`src/rtl/assert_macros.svh`:
```
// Assertion macros used by the lexer RTL.
`ifndef ASSERT_MACROS_SVH
`define ASSERT_MACROS_SVH

// Clocked check, masked while reset is high.
`define TLEX_ASSERT(lbl, clk, rst, prop, msg) \
  lbl: assert property (@(posedge clk) disable iff (rst) prop) else $error(msg);

// Clocked check that also holds during reset.
`define TLEX_ASSERT_ALWAYS(lbl, clk, prop, msg) \
  lbl: assert property (@(posedge clk) prop) else $error(msg);

`endif

```
`src/rtl/tlex_pkg.sv`:
```
// Types and constants for the text token lexer.
`timescale 1ns / 1ps

package tlex_pkg;

  localparam int MODE_W    = 3;
  localparam int MASK_W    = 64;
  localparam int CFG_IDX_W = 1;
  localparam int FIFO_DEPTH = 4;
  localparam int PTR_W     = 2;
  localparam int CNT_W     = 3;

  // Lexer modes
  localparam logic [MODE_W-1:0] MODE_BETWEEN    = 3'd0;
  localparam logic [MODE_W-1:0] MODE_WORD       = 3'd1;
  localparam logic [MODE_W-1:0] MODE_STRING     = 3'd2;
  localparam logic [MODE_W-1:0] MODE_LINE       = 3'd3;
  localparam logic [MODE_W-1:0] MODE_BLOCK      = 3'd4;
  localparam logic [MODE_W-1:0] MODE_LINE_MARK  = 3'd5;
  localparam logic [MODE_W-1:0] MODE_BLOCK_MARK = 3'd6;
  localparam logic [MODE_W-1:0] MODE_ESC_QUOTE  = 3'd7;

  localparam logic [1:0] ROLE_SKIP    = 2'd0;
  localparam logic [1:0] ROLE_CONTENT = 2'd1;
  localparam logic [1:0] ROLE_QUOTE   = 2'd2;

  localparam logic [1:0] KIND_WORD   = 2'd0;
  localparam logic [1:0] KIND_STRING = 2'd1;
  localparam logic [1:0] KIND_PUNCT  = 2'd2;

  localparam logic [CFG_IDX_W-1:0] CFG_ALLOWED_LOW  = 1'b0;
  localparam logic [CFG_IDX_W-1:0] CFG_ALLOWED_HIGH = 1'b1;

  localparam logic [7:0] CH_SLASH     = 8'h2F;
  localparam logic [7:0] CH_STAR      = 8'h2A;
  localparam logic [7:0] CH_QUOTE     = 8'h22;
  localparam logic [7:0] CH_BACKSLASH = 8'h5C;
  localparam logic [7:0] CH_NEWLINE   = 8'h0A;
  localparam logic [7:0] CH_SPACE     = 8'h20;

  typedef struct packed {
    logic [7:0] text_byte;
    logic       end_of_text;
  } text_t;

  typedef struct packed {
    logic [7:0] out_byte;
    logic [1:0] role;
    logic [1:0] token_kind;
    logic       token_start;
    logic       token_end;
    logic       last_of_run;
  } tok_t;

  typedef struct packed {
    logic [MODE_W-1:0] mode;
    logic [7:0]        held_byte;
    logic              held_valid;
    logic              star_seen;
  } lex_state_t;

  typedef struct packed {
    tok_t       res0;
    tok_t       res1;
    logic       v0;
    logic       v1;
    lex_state_t state;
  } step_t;

endpackage

```
`src/rtl/tlex_step.sv`:
```
// Per-item lexer step: classifies the held byte and, at end of text, the new byte.
`timescale 1ns / 1ps

module tlex_step (
  input  tlex_pkg::lex_state_t    cur,
  input  tlex_pkg::text_t         item,
  input  logic [2*tlex_pkg::MASK_W-1:0] mask,
  output tlex_pkg::step_t         step
);

  typedef struct packed {
    logic [tlex_pkg::MODE_W-1:0] mode;
    logic                        star;
    tlex_pkg::tok_t              res;
  } cls_t;

  function automatic logic word_char(logic [7:0] b, logic [2*tlex_pkg::MASK_W-1:0] m);
    logic alnum;
    alnum = (b >= 8'h61 && b <= 8'h7A) || (b >= 8'h41 && b <= 8'h5A) ||
            (b >= 8'h30 && b <= 8'h39);
    return alnum || (b != 8'd0 && !b[7] && m[b[6:0]]);
  endfunction

  function automatic cls_t classify(logic [tlex_pkg::MODE_W-1:0] mode, logic star,
                                    logic [7:0] b, logic [7:0] n,
                                    logic [2*tlex_pkg::MASK_W-1:0] m);
    cls_t c;
    logic more;
    logic str_end;
    c            = '0;
    c.mode       = mode;
    c.star       = star;
    c.res.out_byte = b;
    str_end      = (n == 8'd0);
    more         = word_char(n, m);
    if (b == 8'd0) begin
      c.mode = tlex_pkg::MODE_BETWEEN;
      c.star = 1'b0;
    end else begin
      unique case (mode)
        tlex_pkg::MODE_BETWEEN: begin
          if (b <= tlex_pkg::CH_SPACE) begin
            c.mode = mode;
          end else if (b == tlex_pkg::CH_SLASH && n == tlex_pkg::CH_SLASH) begin
            c.mode = tlex_pkg::MODE_LINE_MARK;
          end else if (b == tlex_pkg::CH_SLASH && n == tlex_pkg::CH_STAR) begin
            c.mode = tlex_pkg::MODE_BLOCK_MARK;
          end else if (b == tlex_pkg::CH_QUOTE) begin
            c.mode               = tlex_pkg::MODE_STRING;
            c.res.role           = tlex_pkg::ROLE_QUOTE;
            c.res.token_kind     = tlex_pkg::KIND_STRING;
            c.res.token_start    = 1'b1;
            c.res.token_end      = str_end;
          end else if (word_char(b, m)) begin
            c.mode               = more ? tlex_pkg::MODE_WORD : tlex_pkg::MODE_BETWEEN;
            c.res.role           = tlex_pkg::ROLE_CONTENT;
            c.res.token_kind     = tlex_pkg::KIND_WORD;
            c.res.token_start    = 1'b1;
            c.res.token_end      = !more;
          end else begin
            c.res.role           = tlex_pkg::ROLE_CONTENT;
            c.res.token_kind     = tlex_pkg::KIND_PUNCT;
            c.res.token_start    = 1'b1;
            c.res.token_end      = 1'b1;
          end
        end
        tlex_pkg::MODE_WORD: begin
          c.mode            = more ? tlex_pkg::MODE_WORD : tlex_pkg::MODE_BETWEEN;
          c.res.role        = tlex_pkg::ROLE_CONTENT;
          c.res.token_kind  = tlex_pkg::KIND_WORD;
          c.res.token_end   = !more;
        end
        tlex_pkg::MODE_STRING: begin
          c.res.token_kind = tlex_pkg::KIND_STRING;
          if (b == tlex_pkg::CH_QUOTE) begin
            c.mode          = tlex_pkg::MODE_BETWEEN;
            c.res.role      = tlex_pkg::ROLE_QUOTE;
            c.res.token_end = 1'b1;
          end else if (b == tlex_pkg::CH_BACKSLASH && n == tlex_pkg::CH_QUOTE) begin
            c.mode          = tlex_pkg::MODE_ESC_QUOTE;
            c.res.role      = tlex_pkg::ROLE_CONTENT;
          end else begin
            c.res.role      = tlex_pkg::ROLE_CONTENT;
            c.res.token_end = str_end;
          end
        end
        tlex_pkg::MODE_ESC_QUOTE: begin
          c.mode            = tlex_pkg::MODE_STRING;
          c.res.role        = tlex_pkg::ROLE_CONTENT;
          c.res.token_kind  = tlex_pkg::KIND_STRING;
          c.res.token_end   = str_end;
        end
        tlex_pkg::MODE_LINE: begin
          if (b == tlex_pkg::CH_NEWLINE) c.mode = tlex_pkg::MODE_BETWEEN;
        end
        tlex_pkg::MODE_BLOCK: begin
          if (star) begin
            c.star = 1'b0;
            c.mode = tlex_pkg::MODE_BETWEEN;
          end else if (b == tlex_pkg::CH_STAR && n == tlex_pkg::CH_SLASH) begin
            c.star = 1'b1;
          end
        end
        tlex_pkg::MODE_LINE_MARK: c.mode = tlex_pkg::MODE_LINE;
        tlex_pkg::MODE_BLOCK_MARK: c.mode = tlex_pkg::MODE_BLOCK;
        default: c.mode = tlex_pkg::MODE_BETWEEN;
      endcase
    end
    return c;
  endfunction

  cls_t                        c0;
  cls_t                        c1;
  logic [tlex_pkg::MODE_W-1:0] mode_a;
  logic                        star_a;

  always_comb begin
    c0     = classify(cur.mode, cur.star_seen, cur.held_byte, item.text_byte, mask);
    mode_a = cur.held_valid ? c0.mode : cur.mode;
    star_a = cur.held_valid ? c0.star : cur.star_seen;
    // flushed byte sees a zero byte as lookahead
    c1     = classify(mode_a, star_a, item.text_byte, 8'd0, mask);

    step                  = '0;
    step.res0             = c0.res;
    step.res0.last_of_run = !item.end_of_text;
    step.res1             = c1.res;
    step.res1.last_of_run = 1'b1;
    step.v0               = cur.held_valid;
    step.v1               = item.end_of_text;
    if (item.end_of_text) begin
      step.state            = '0;
      step.state.mode       = tlex_pkg::MODE_BETWEEN;
    end else begin
      step.state.mode       = mode_a;
      step.state.held_byte  = item.text_byte;
      step.state.held_valid = 1'b1;
      step.state.star_seen  = star_a;
    end
  end

endmodule

```
`src/rtl/text_token_lexer_core.sv`:
```
// Top level of the text token lexer: input register, lexer state, result queue.
// A byte's result enters the result queue when the following byte leaves the input register;
//   an end-of-text byte's own result enters it when that byte leaves the input register.
// Throughput: one byte per cycle while the queue has room for two results; an end-of-text
//   item with a held byte makes two results, which the single output port drains one at a time.
// Reset (rst, synchronous): lexer state, input valid, queue pointers and count, and both mask registers clear to zero.
`timescale 1ns / 1ps
`include "assert_macros.svh"

module text_token_lexer_core (
  input  logic                               clk,
  input  logic                               rst,
  input  logic                               text_valid,
  output logic                               text_ready,
  input  tlex_pkg::text_t                    text_data,
  output logic                               tok_valid,
  input  logic                               tok_ready,
  output tlex_pkg::tok_t                     tok_data,
  input  logic                               cfg_valid,
  output logic                               cfg_ready,
  input  logic [tlex_pkg::CFG_IDX_W-1:0]     cfg_index,
  input  logic [tlex_pkg::MASK_W-1:0]        cfg_data
);

  logic [tlex_pkg::MASK_W-1:0] allowed_low;
  logic [tlex_pkg::MASK_W-1:0] allowed_high;

  logic                 in_valid;
  tlex_pkg::text_t      in_item;
  tlex_pkg::lex_state_t state;
  tlex_pkg::step_t      step;

  tlex_pkg::tok_t               queue [tlex_pkg::FIFO_DEPTH];
  logic [tlex_pkg::PTR_W-1:0]   wptr;
  logic [tlex_pkg::PTR_W-1:0]   rptr;
  logic [tlex_pkg::CNT_W-1:0]   count;
  logic [tlex_pkg::CNT_W-1:0]   count_next;

  logic           fire;
  logic           pop;
  logic [1:0]     push_n;
  tlex_pkg::tok_t push_a;
  logic           eot_fire;
  logic           state_idle;

  tlex_step u_step (
    .cur  (state),
    .item (in_item),
    .mask ({allowed_high, allowed_low}),
    .step (step)
  );

  // room for two results keeps the worst item from overflowing the queue
  assign fire       = in_valid && (count <= tlex_pkg::CNT_W'(tlex_pkg::FIFO_DEPTH - 2));
  assign text_ready = !in_valid || fire;
  assign cfg_ready  = 1'b1;
  assign tok_valid  = (count != '0);
  assign tok_data   = queue[rptr];
  assign pop        = tok_valid && tok_ready;
  assign push_n     = fire ? ({1'b0, step.v0} + {1'b0, step.v1}) : 2'd0;
  assign push_a     = step.v0 ? step.res0 : step.res1;
  assign count_next = count + tlex_pkg::CNT_W'(push_n) - tlex_pkg::CNT_W'(pop);
  assign eot_fire   = fire && in_item.end_of_text;
  assign state_idle = (state.mode == tlex_pkg::MODE_BETWEEN) && !state.held_valid &&
                      !state.star_seen;

  always_ff @(posedge clk) begin
    if (rst) begin
      allowed_low  <= '0;
      allowed_high <= '0;
    end else if (cfg_valid) begin
      case (cfg_index)
        tlex_pkg::CFG_ALLOWED_LOW:  allowed_low  <= cfg_data;
        tlex_pkg::CFG_ALLOWED_HIGH: allowed_high <= cfg_data;
        default: ;
      endcase
    end
  end

  always_ff @(posedge clk) begin
    if (rst) begin
      in_valid <= 1'b0;
    end else if (text_ready) begin
      in_valid <= text_valid;
    end
  end

  always_ff @(posedge clk) begin
    if (text_ready && text_valid) in_item <= text_data;
  end

  always_ff @(posedge clk) begin
    if (rst) begin
      state <= '0;
    end else if (fire) begin
      state <= step.state;
    end
  end

  always_ff @(posedge clk) begin
    if (push_n != 2'd0) queue[wptr] <= push_a;
    if (push_n == 2'd2) queue[wptr + tlex_pkg::PTR_W'(1)] <= step.res1;
  end

  always_ff @(posedge clk) begin
    if (rst) begin
      wptr  <= '0;
      rptr  <= '0;
      count <= '0;
    end else begin
      wptr  <= wptr + tlex_pkg::PTR_W'(push_n);
      rptr  <= rptr + tlex_pkg::PTR_W'(pop);
      count <= count_next;
    end
  end

  `TLEX_ASSERT(a_queue_bound, clk, rst, count <= tlex_pkg::CNT_W'(tlex_pkg::FIFO_DEPTH), "result queue overflow")
  `TLEX_ASSERT(a_eot_clears, clk, rst, eot_fire |=> state_idle, "state not cleared after end of text")
  `TLEX_ASSERT(a_star_in_block, clk, rst, state.star_seen |-> (state.mode == tlex_pkg::MODE_BLOCK), "closing star outside block comment")

endmodule

```
`config.mk`:
```
export PLATFORM = sky130hd
export DESIGN_NAME = text_token_lexer_core
export DESIGN_NICKNAME = d
export VERILOG_FILES = /design/src/rtl/tlex_pkg.sv /design/src/rtl/tlex_step.sv /design/src/rtl/text_token_lexer_core.sv
export VERILOG_INCLUDE_DIRS = /design/src /design/src/rtl
export SDC_FILE = /design/constraint.sdc
export NUM_CORES = 1
export LEC_CHECK = 0
export CAP_MARGIN = 20
export CORE_UTILIZATION = 53
export DETAILED_ROUTE_END_ITERATION = 10
export DONT_BUFFER_PORTS = 1
export GPL_ROUTABILITY_DRIVEN = 0
export PLACE_DENSITY_LB_ADDON = 0.2
export REMOVE_ABC_BUFFERS = 1
export SLEW_MARGIN = 20
export SYNTH_ARGS = -nofsm -noshare
export SYNTH_HDL_FRONTEND = slang
export SYNTH_SLANG_ARGS = --single-unit
```
`constraint.sdc`:
```
create_clock -name clk -period 3.8 [get_ports clk]
set_input_delay 0 -clock clk [delete_from_list [all_inputs] [get_ports clk]]
set_output_delay 0 -clock clk [all_outputs]
set_load 0.01 [all_outputs]
```
# After elaboration in Yosys (flattened, before gate mapping)
# Memories as Yosys holds them, arrays and structs flattened. A register that Yosys moved wholly into a read port is not among the register bits.
# Cells that the tools add are included.
# W data, S select, Z words.
# word_totals
mem_count	1
input_bits	79
output_inout_bits	18
elab_cells	148
ram_bits	60
ff_bits	158
# classes
n_mux	49
n_lt_le_gt_ge	17
eq_ne	19
n_addsub	6
bitwise	1
n_reduce_logical	43
# memory_table
name	depth	word_bits	read_ports	rd_ports_with_merged_regs	wr	line	source
queue	4	15	1	1	2	text_token_lexer_core.sv:33	tlex_pkg::tok_t queue [tlex_pkg::FIFO_DEPTH];
# op_table
operator	count
$eq A8 B6 Y1 const B	6
$mux W6	8
$ge A8 B7 Y1 const B	4
$le A8 B6 Y1 const B	4
$le A8 B7 Y1 const B	4
$pmux W4 S4	2
$mux W3	10
$pmux W3 S8	1
$logic_and A1 B1 Y1	17
$ge A8 B6 Y1 const B	2
$logic_not A8 Y1	2
$lt A7 B8 Y1 const B	2
$reduce_bool A8 Y1	2
$eq A3 B3 Y1 const B	5
$mux W1	15
$mux W15	1
$bmux W1 S7	2
$mux W13	1
$mux W4	3
$eq A3 B2 Y1 const B	3
$eq A8 B4 Y1 const B	1
$eq A8 B7 Y1 const B	1
$mux W2	4
$logic_or A1 B1 Y1	7
19 further kinds	28

# Logic depth before layout (Yosys ltp)
# depth
depth_word	19
mapped_depth	15
depth_no_buf	11

# Hierarchy
# From an unflattened synthesis, not the netlist that was laid out.
# unflattened
hier_cells	1212
area_unflattened_um2	11865.1
# modules_own_cells
mod	cells_each	area_each_um2	n_inst	seq_area_each_um2
text_token_lexer_core	841	8638.3	1	5054.8
tlex_step	371	3226.8	1	0.0

# Worst setup path after synthesis
# No wires, ideal clock.
# synth_path
path_type	register -> register
startpoint	register in_item[1] in the netlist's numbering
endpoint	memory queue[0][3] in the netlist's numbering (data pin)
period_less_slack_ns	3.346
stages_incl_launch_ff	15
t_arrival_ns	3.170
path_slack_ns	0.454
required_time_ns	3.624
path_cell_list	edfxtp_1 -> buf_6 -> buf_12 -> buf_6 -> buf_8 -> nor2_2 -> nand2_1 -> o41ai_1 -> or4bb_1 -> a221oi_2 -> a31oi_4 -> o31ai_4 -> mux2_2 -> o31a_1 -> o32ai_1
# synth_rtl
element	line	source
from (decl)	text_token_lexer_core.sv:29	tlex_pkg::text_t in_item;
from (signal assigned)	text_token_lexer_core.sv:89	if (text_ready && text_valid) in_item <= text_data;
to (decl)	text_token_lexer_core.sv:33	

==> results summary <==
The run finished with clean final reports. The initial antenna violation count came out at 0. The total number of H-tree levels is 1. The fmax is 269.5 MHz. The share of synthesized flip-flops with an asynchronous set or reset came out at 0.

Once detail routing completed, the nets flagged for antenna violations numbered 0. The first detailed-routing pass took 5 iterations. The leading cell type by number of instances after synthesis is sky130_fd_sc_hd__nand2_1. Of all cell types, the one taking the most synthesized area is sky130_fd_sc_hd__dfxtp_1. The smallest setup slack after layout is 0.08938 ns. The share of the cycle needed by the critical path after routing is 0.9765. The post-DP HPWL came out at between 20000 and 25000 um.

The TritonCTS buffer count came out at 24. The largest net degree at the start of global routing came out at 150. The post-placement worst setup slack is 0.1110 ns. The largest fanout on the critical path came out at 8. The clock network latency to the later pin of the worst-skew pair is roughly 0.54 ns. Walking the worst path, the cells encountered are mux2_2 > o22ai_1 > a221oi_1 > o21ai_0 > o311a_1 > or4_4 > o31ai_4 > mux2_2 > o31a_1 > o32ai_1. The most critical setup path has its startpoint at state[5]$_SDFFE_PP0P_. TritonCTS built the clock tree. The sequential share of the synthesized area came out at 0.4302. STA classifies the critical path startpoint as a flip-flop.

The cell count after synthesis came out at 1239. The buffers plus inverters on the worst setup path came out at 0. For the pin with the worst max-slew slack, the measured transition is 0.9703 ns. The highest cell delay on the worst timing path is just over 0.6 ns. In the synthesized netlist, the cells that appear most often are sky130_fd_sc_hd__nand2_1 (324), sky130_fd_sc_hd__a21oi_1 (155), sky130_fd_sc_hd__dfxtp_1 (153). The number of hold violations in the final report is 0. The wire length of the first global-routing pass is 50720 um. The synthesis-stage register bit count came out at 218. Setup repair after global routing left no endpoint under its margin.

The final-report max-slew violation count came out at 0. For this run, the post-layout net count is 1386. The count of antenna diodes in the layout is 0. In this run the critical register-to-register path is launched from state[5]$_SDFFE_PP0P_.

Among the stages of the critical path, the cell type that occurs most often is sky130_fd_sc_hd__mux2_2. The via count is slightly below 10000. The placeable core area came out at approximately 21000 um2. The number of global-route vias before repair is 9358.

Broken down by cell family, the worst path's largest delay share belongs to compound AO/OA/AOI/OAI gates. The row count came out at 53. The post-detailed-route wirelength per cell is 20.49 um. The number of library cell types mapped by synthesis is 80.

The final-report setup violation count is 0. The total DRC errors in the routed layout came out at 0. The number of vias per cell after detailed routing came out at 6.247. The post-synth design cell area came out at roughly 12000 um2. The worst clock skew came out at 0.02415 ns. The final global-route overflow total is 0. Buffers added to address setup during post-CTS repair amount to 0. The most used flip-flop cell after synthesis is sky130_fd_sc_hd__dfxtp_1. The number of clock sinks seen by CTS came out at 218.

In this run the static leakage power is 0.004718 uW. The average cell area after synthesis came out at 9.409 um2. The max capacitance violation total is 0. The clock period could shrink to between 3 and 4 ns. After the first detailed-routing iteration, the DRC count stood at roughly 860.

The slowest stage of the critical path is the sky130_fd_sc_hd__dfxtp_1 cell. After detailed routing, the total wire length is ~33000 um. The number of warning messages in the yosys log is 0. The capturing element type of the critical path is a flip-flop. In this run the clock root is driven by a sky130_fd_sc_hd__clkbuf_16.

The total negative setup slack is 0 ns. The maximum vdd ir drop is 0.0003839 V. The minimum setup slack among reg-to-reg paths is 0.09 ns. The kind of path behind the tightest hold check is input pin to flip-flop. The critical path is of the flip-flop to flip-flop type.

The number of enable-type register cells in the synthesized netlist is 65. In this run the critical register-to-register path is captured at queue[0][3]$_DFFE_PP_. The worst endpoint data arrival time is 4.04 ns. The portion of synthesized cell area occupied by the leading cell type came out at 0.2627. Counting cells, the worst reg-to-reg path comes to 10.

97 I/O pins were placed. The number of buffers on the longest clock path came out at 3. The worst pin sits at a relative slew slack of 0.3510. The power per standard cell area came out at 451.7 nW/um2. The CTS clock-pin slew for the worst setup and hold paths came out at ~0.06 ns. The end of the critical path is queue[0][3]$_DFFE_PP_. The area overhead of the layout relative to synthesis is 16.16%. By area the synthesized netlist is led by sky130_fd_sc_hd__dfxtp_1 (26%), sky130_fd_sc_hd__edfxtp_1 (17%), sky130_fd_sc_hd__nand2_1 (10%).

The port buffer count came out at 0. The critical path required time came out at 4.13 ns. In the final layout, the share of cells above drive strength 1 is 0.1382.

The combined global-route utilization of all metal layers came out at 0.2901. The vertical die dimension came out at 150.3 um. The number of cells on the critical path came out at 10. The die covers 22590 um2. From left edge to right edge, the die measures 150.3 um.

The initial standard-cell utilization of the core came out at 0.5476.
layout make-up:
| class | instances | area (um2) |
|---|---|---|
| Clock buffer | 31 | 638.1 |
| Clock inverter | 13 | 136.4 |
| Fill cell | 1702 | 7745 |
| Inverter | 19 | 71.32 |
| Multi-Input combinational cell | 904 | 6055 |
| Sequential cell | 218 | 5021 |
| Tap cell | 275 | 344.1 |
| Timing Repair Buffer | 132 | 1276 |
worst min-delay path by stage:
stage / startpoint / endpoint / slack, ns / depth (start not counted)
floorplan: rst / count[1]$_SDFF_PP0_ / 0.07 / 1
global placement: rst / allowed_low[49]$_SDFFE_PP0P_ / 0.08 / 1
detailed placement: rst / allowed_low[51]$_SDFFE_PP0P_ / 0.09 / 1
CTS: cfg_valid / allowed_low[15]$_SDFFE_PP0P_ / 0.06 / 4
global route: cfg_valid / allowed_low[15]$_SDFFE_PP0P_ / 0.07 / 4
finish: cfg_valid / allowed_low[15]$_SDFFE_PP0P_ / 0.06 / 4
sequential cells by signal (all words and copies together), names as in the netlist:
| register | count |
|---|---|
| in_valid | 1 |
| count | 3 |
| wptr | 2 |
| allowed_low | 64 |
| state | 13 |
| rptr | 2 |
| allowed_high | 64 |
| in_item | 9 |
| queue | 60 |
routing by layer:
layer / wire, um / part of all wire / GRT usage
met1: 13460 / 0.41 / 0.3778
met2: 15940 / 0.49 / 0.4862
met3: 2205 / 0.068 / 0.04515
met4: 1012 / 0.031 / 0.1076
met5: 0 / 0 / 0
worst min-delay path, stage by stage:
cell and delay (ns):
sky130_fd_sc_hd__nor2b_4 0.11, sky130_fd_sc_hd__buf_4 0.26, sky130_fd_sc_hd__nand2_1 0.12, sky130_fd_sc_hd__a21oi_1 0.05
repair_timing:
item	in CTS	in global routing
gates resized for setup	0	3
hold buffers	82	0
hold endpoints to repair	167	0
setup endpoints to repair	0	3
cell families (layout without fill, tap and decap cells):
group | after synthesis | after routing | synth area share
buf+inv | 117 | 195 | 0.05173
xor+xnor | 6 | 6 | 0.004508
fa+ha+maj | 8 | 8 | 0.009230
simple gates | 472 | 472 | 0.1753
mux | 116 | 116 | 0.1648
flops | 218 | 218 | 0.4302
compound gates | 301 | 301 | 0.1640
other cells | 1 | 1 | 0.0003217
metrics by stage:
step | area (um2) | hold slack [ns] | utilization | cells | power [uW]
detailed placement | 11920 | 0.09101 | 0.5601 | 1466 | 3743
global placement | 11920 | 0.08184 | 0.5601 | 1466 | 3723
global route | 13540 | 0.07007 | 0.6362 | 1592 | 6356
CTS | 13540 | 0.05505 | 0.6359 | 1592 | 6118
floorplan | 11130 | 0.06669 | - | 1141 | 3432
finish | 13540 | 0.06009 | 0.6362 | 1592 | 6117
cell usage in the layout, fill, tap and decap left out, types with 4 or more instances in the layout:
cell type                       instances
sky130_fd_sc_hd__a211oi_1               6
sky130_fd_sc_hd__a21oi_1              155
sky130_fd_sc_hd__a22o_1                19
sky130_fd_sc_hd__a22oi_1               11
sky130_fd_sc_hd__a311oi_1               5
sky130_fd_sc_hd__a31oi_1                5
sky130_fd_sc_hd__and2_1                 6
sky130_fd_sc_hd__and3_1                 8
sky130_fd_sc_hd__buf_12                 5
sky130_fd_sc_hd__buf_4                 45
sky130_fd_sc_hd__clkbuf_1               5
sky130_fd_sc_hd__clkbuf_16             24
sky130_fd_sc_hd__clkinv_2               4
sky130_fd_sc_hd__dfxtp_1              150
sky130_fd_sc_hd__dlygate4sd3_1         81
sky130_fd_sc_hd__edfxtp_1              65
sky130_fd_sc_hd__ha_1                   7
sky130_fd_sc_hd__inv_1                 18
sky130_fd_sc_hd__mux2_2                12
sky130_fd_sc_hd__mux2i_1               46
sky130_fd_sc_hd__mux4_1                 7
sky130_fd_sc_hd__mux4_2                50
sky130_fd_sc_hd__nand2_1              323
sky130_fd_sc_hd__nand2b_1               7
sky130_fd_sc_hd__nand3_1               15
sky130_fd_sc_hd__nand3b_1               4
sky130_fd_sc_hd__nor2_1                52
sky130_fd_sc_hd__nor2b_1               11
sky130_fd_sc_hd__nor3_1                13
sky130_fd_sc_hd__o211ai_1               5
sky130_fd_sc_hd__o21ai_0               27
sky130_fd_sc_hd__o22ai_1               24
sky130_fd_sc_hd__o22ai_2                4
sky130_fd_sc_hd__or2_2                  4
sky130_fd_sc_hd__or3_1                  4
sky130_fd_sc_hd__xnor2_1                6
power breakdown:
| group | internal [uW] | total [uW] | switching (uW) | leakage (uW) |
|---|---|---|---|---|
| Clock | 1330 | 2300 | 969 | 0.000383 |
| Sequential | 2530 | 2700 | 170 | 0.00187 |
| Combinational | 522 | 1110 | 588 | 0.00246 |
| Total | 4390 | 6120 | 1730 | 0.00472 |
(Power assumes the default switching activity.)
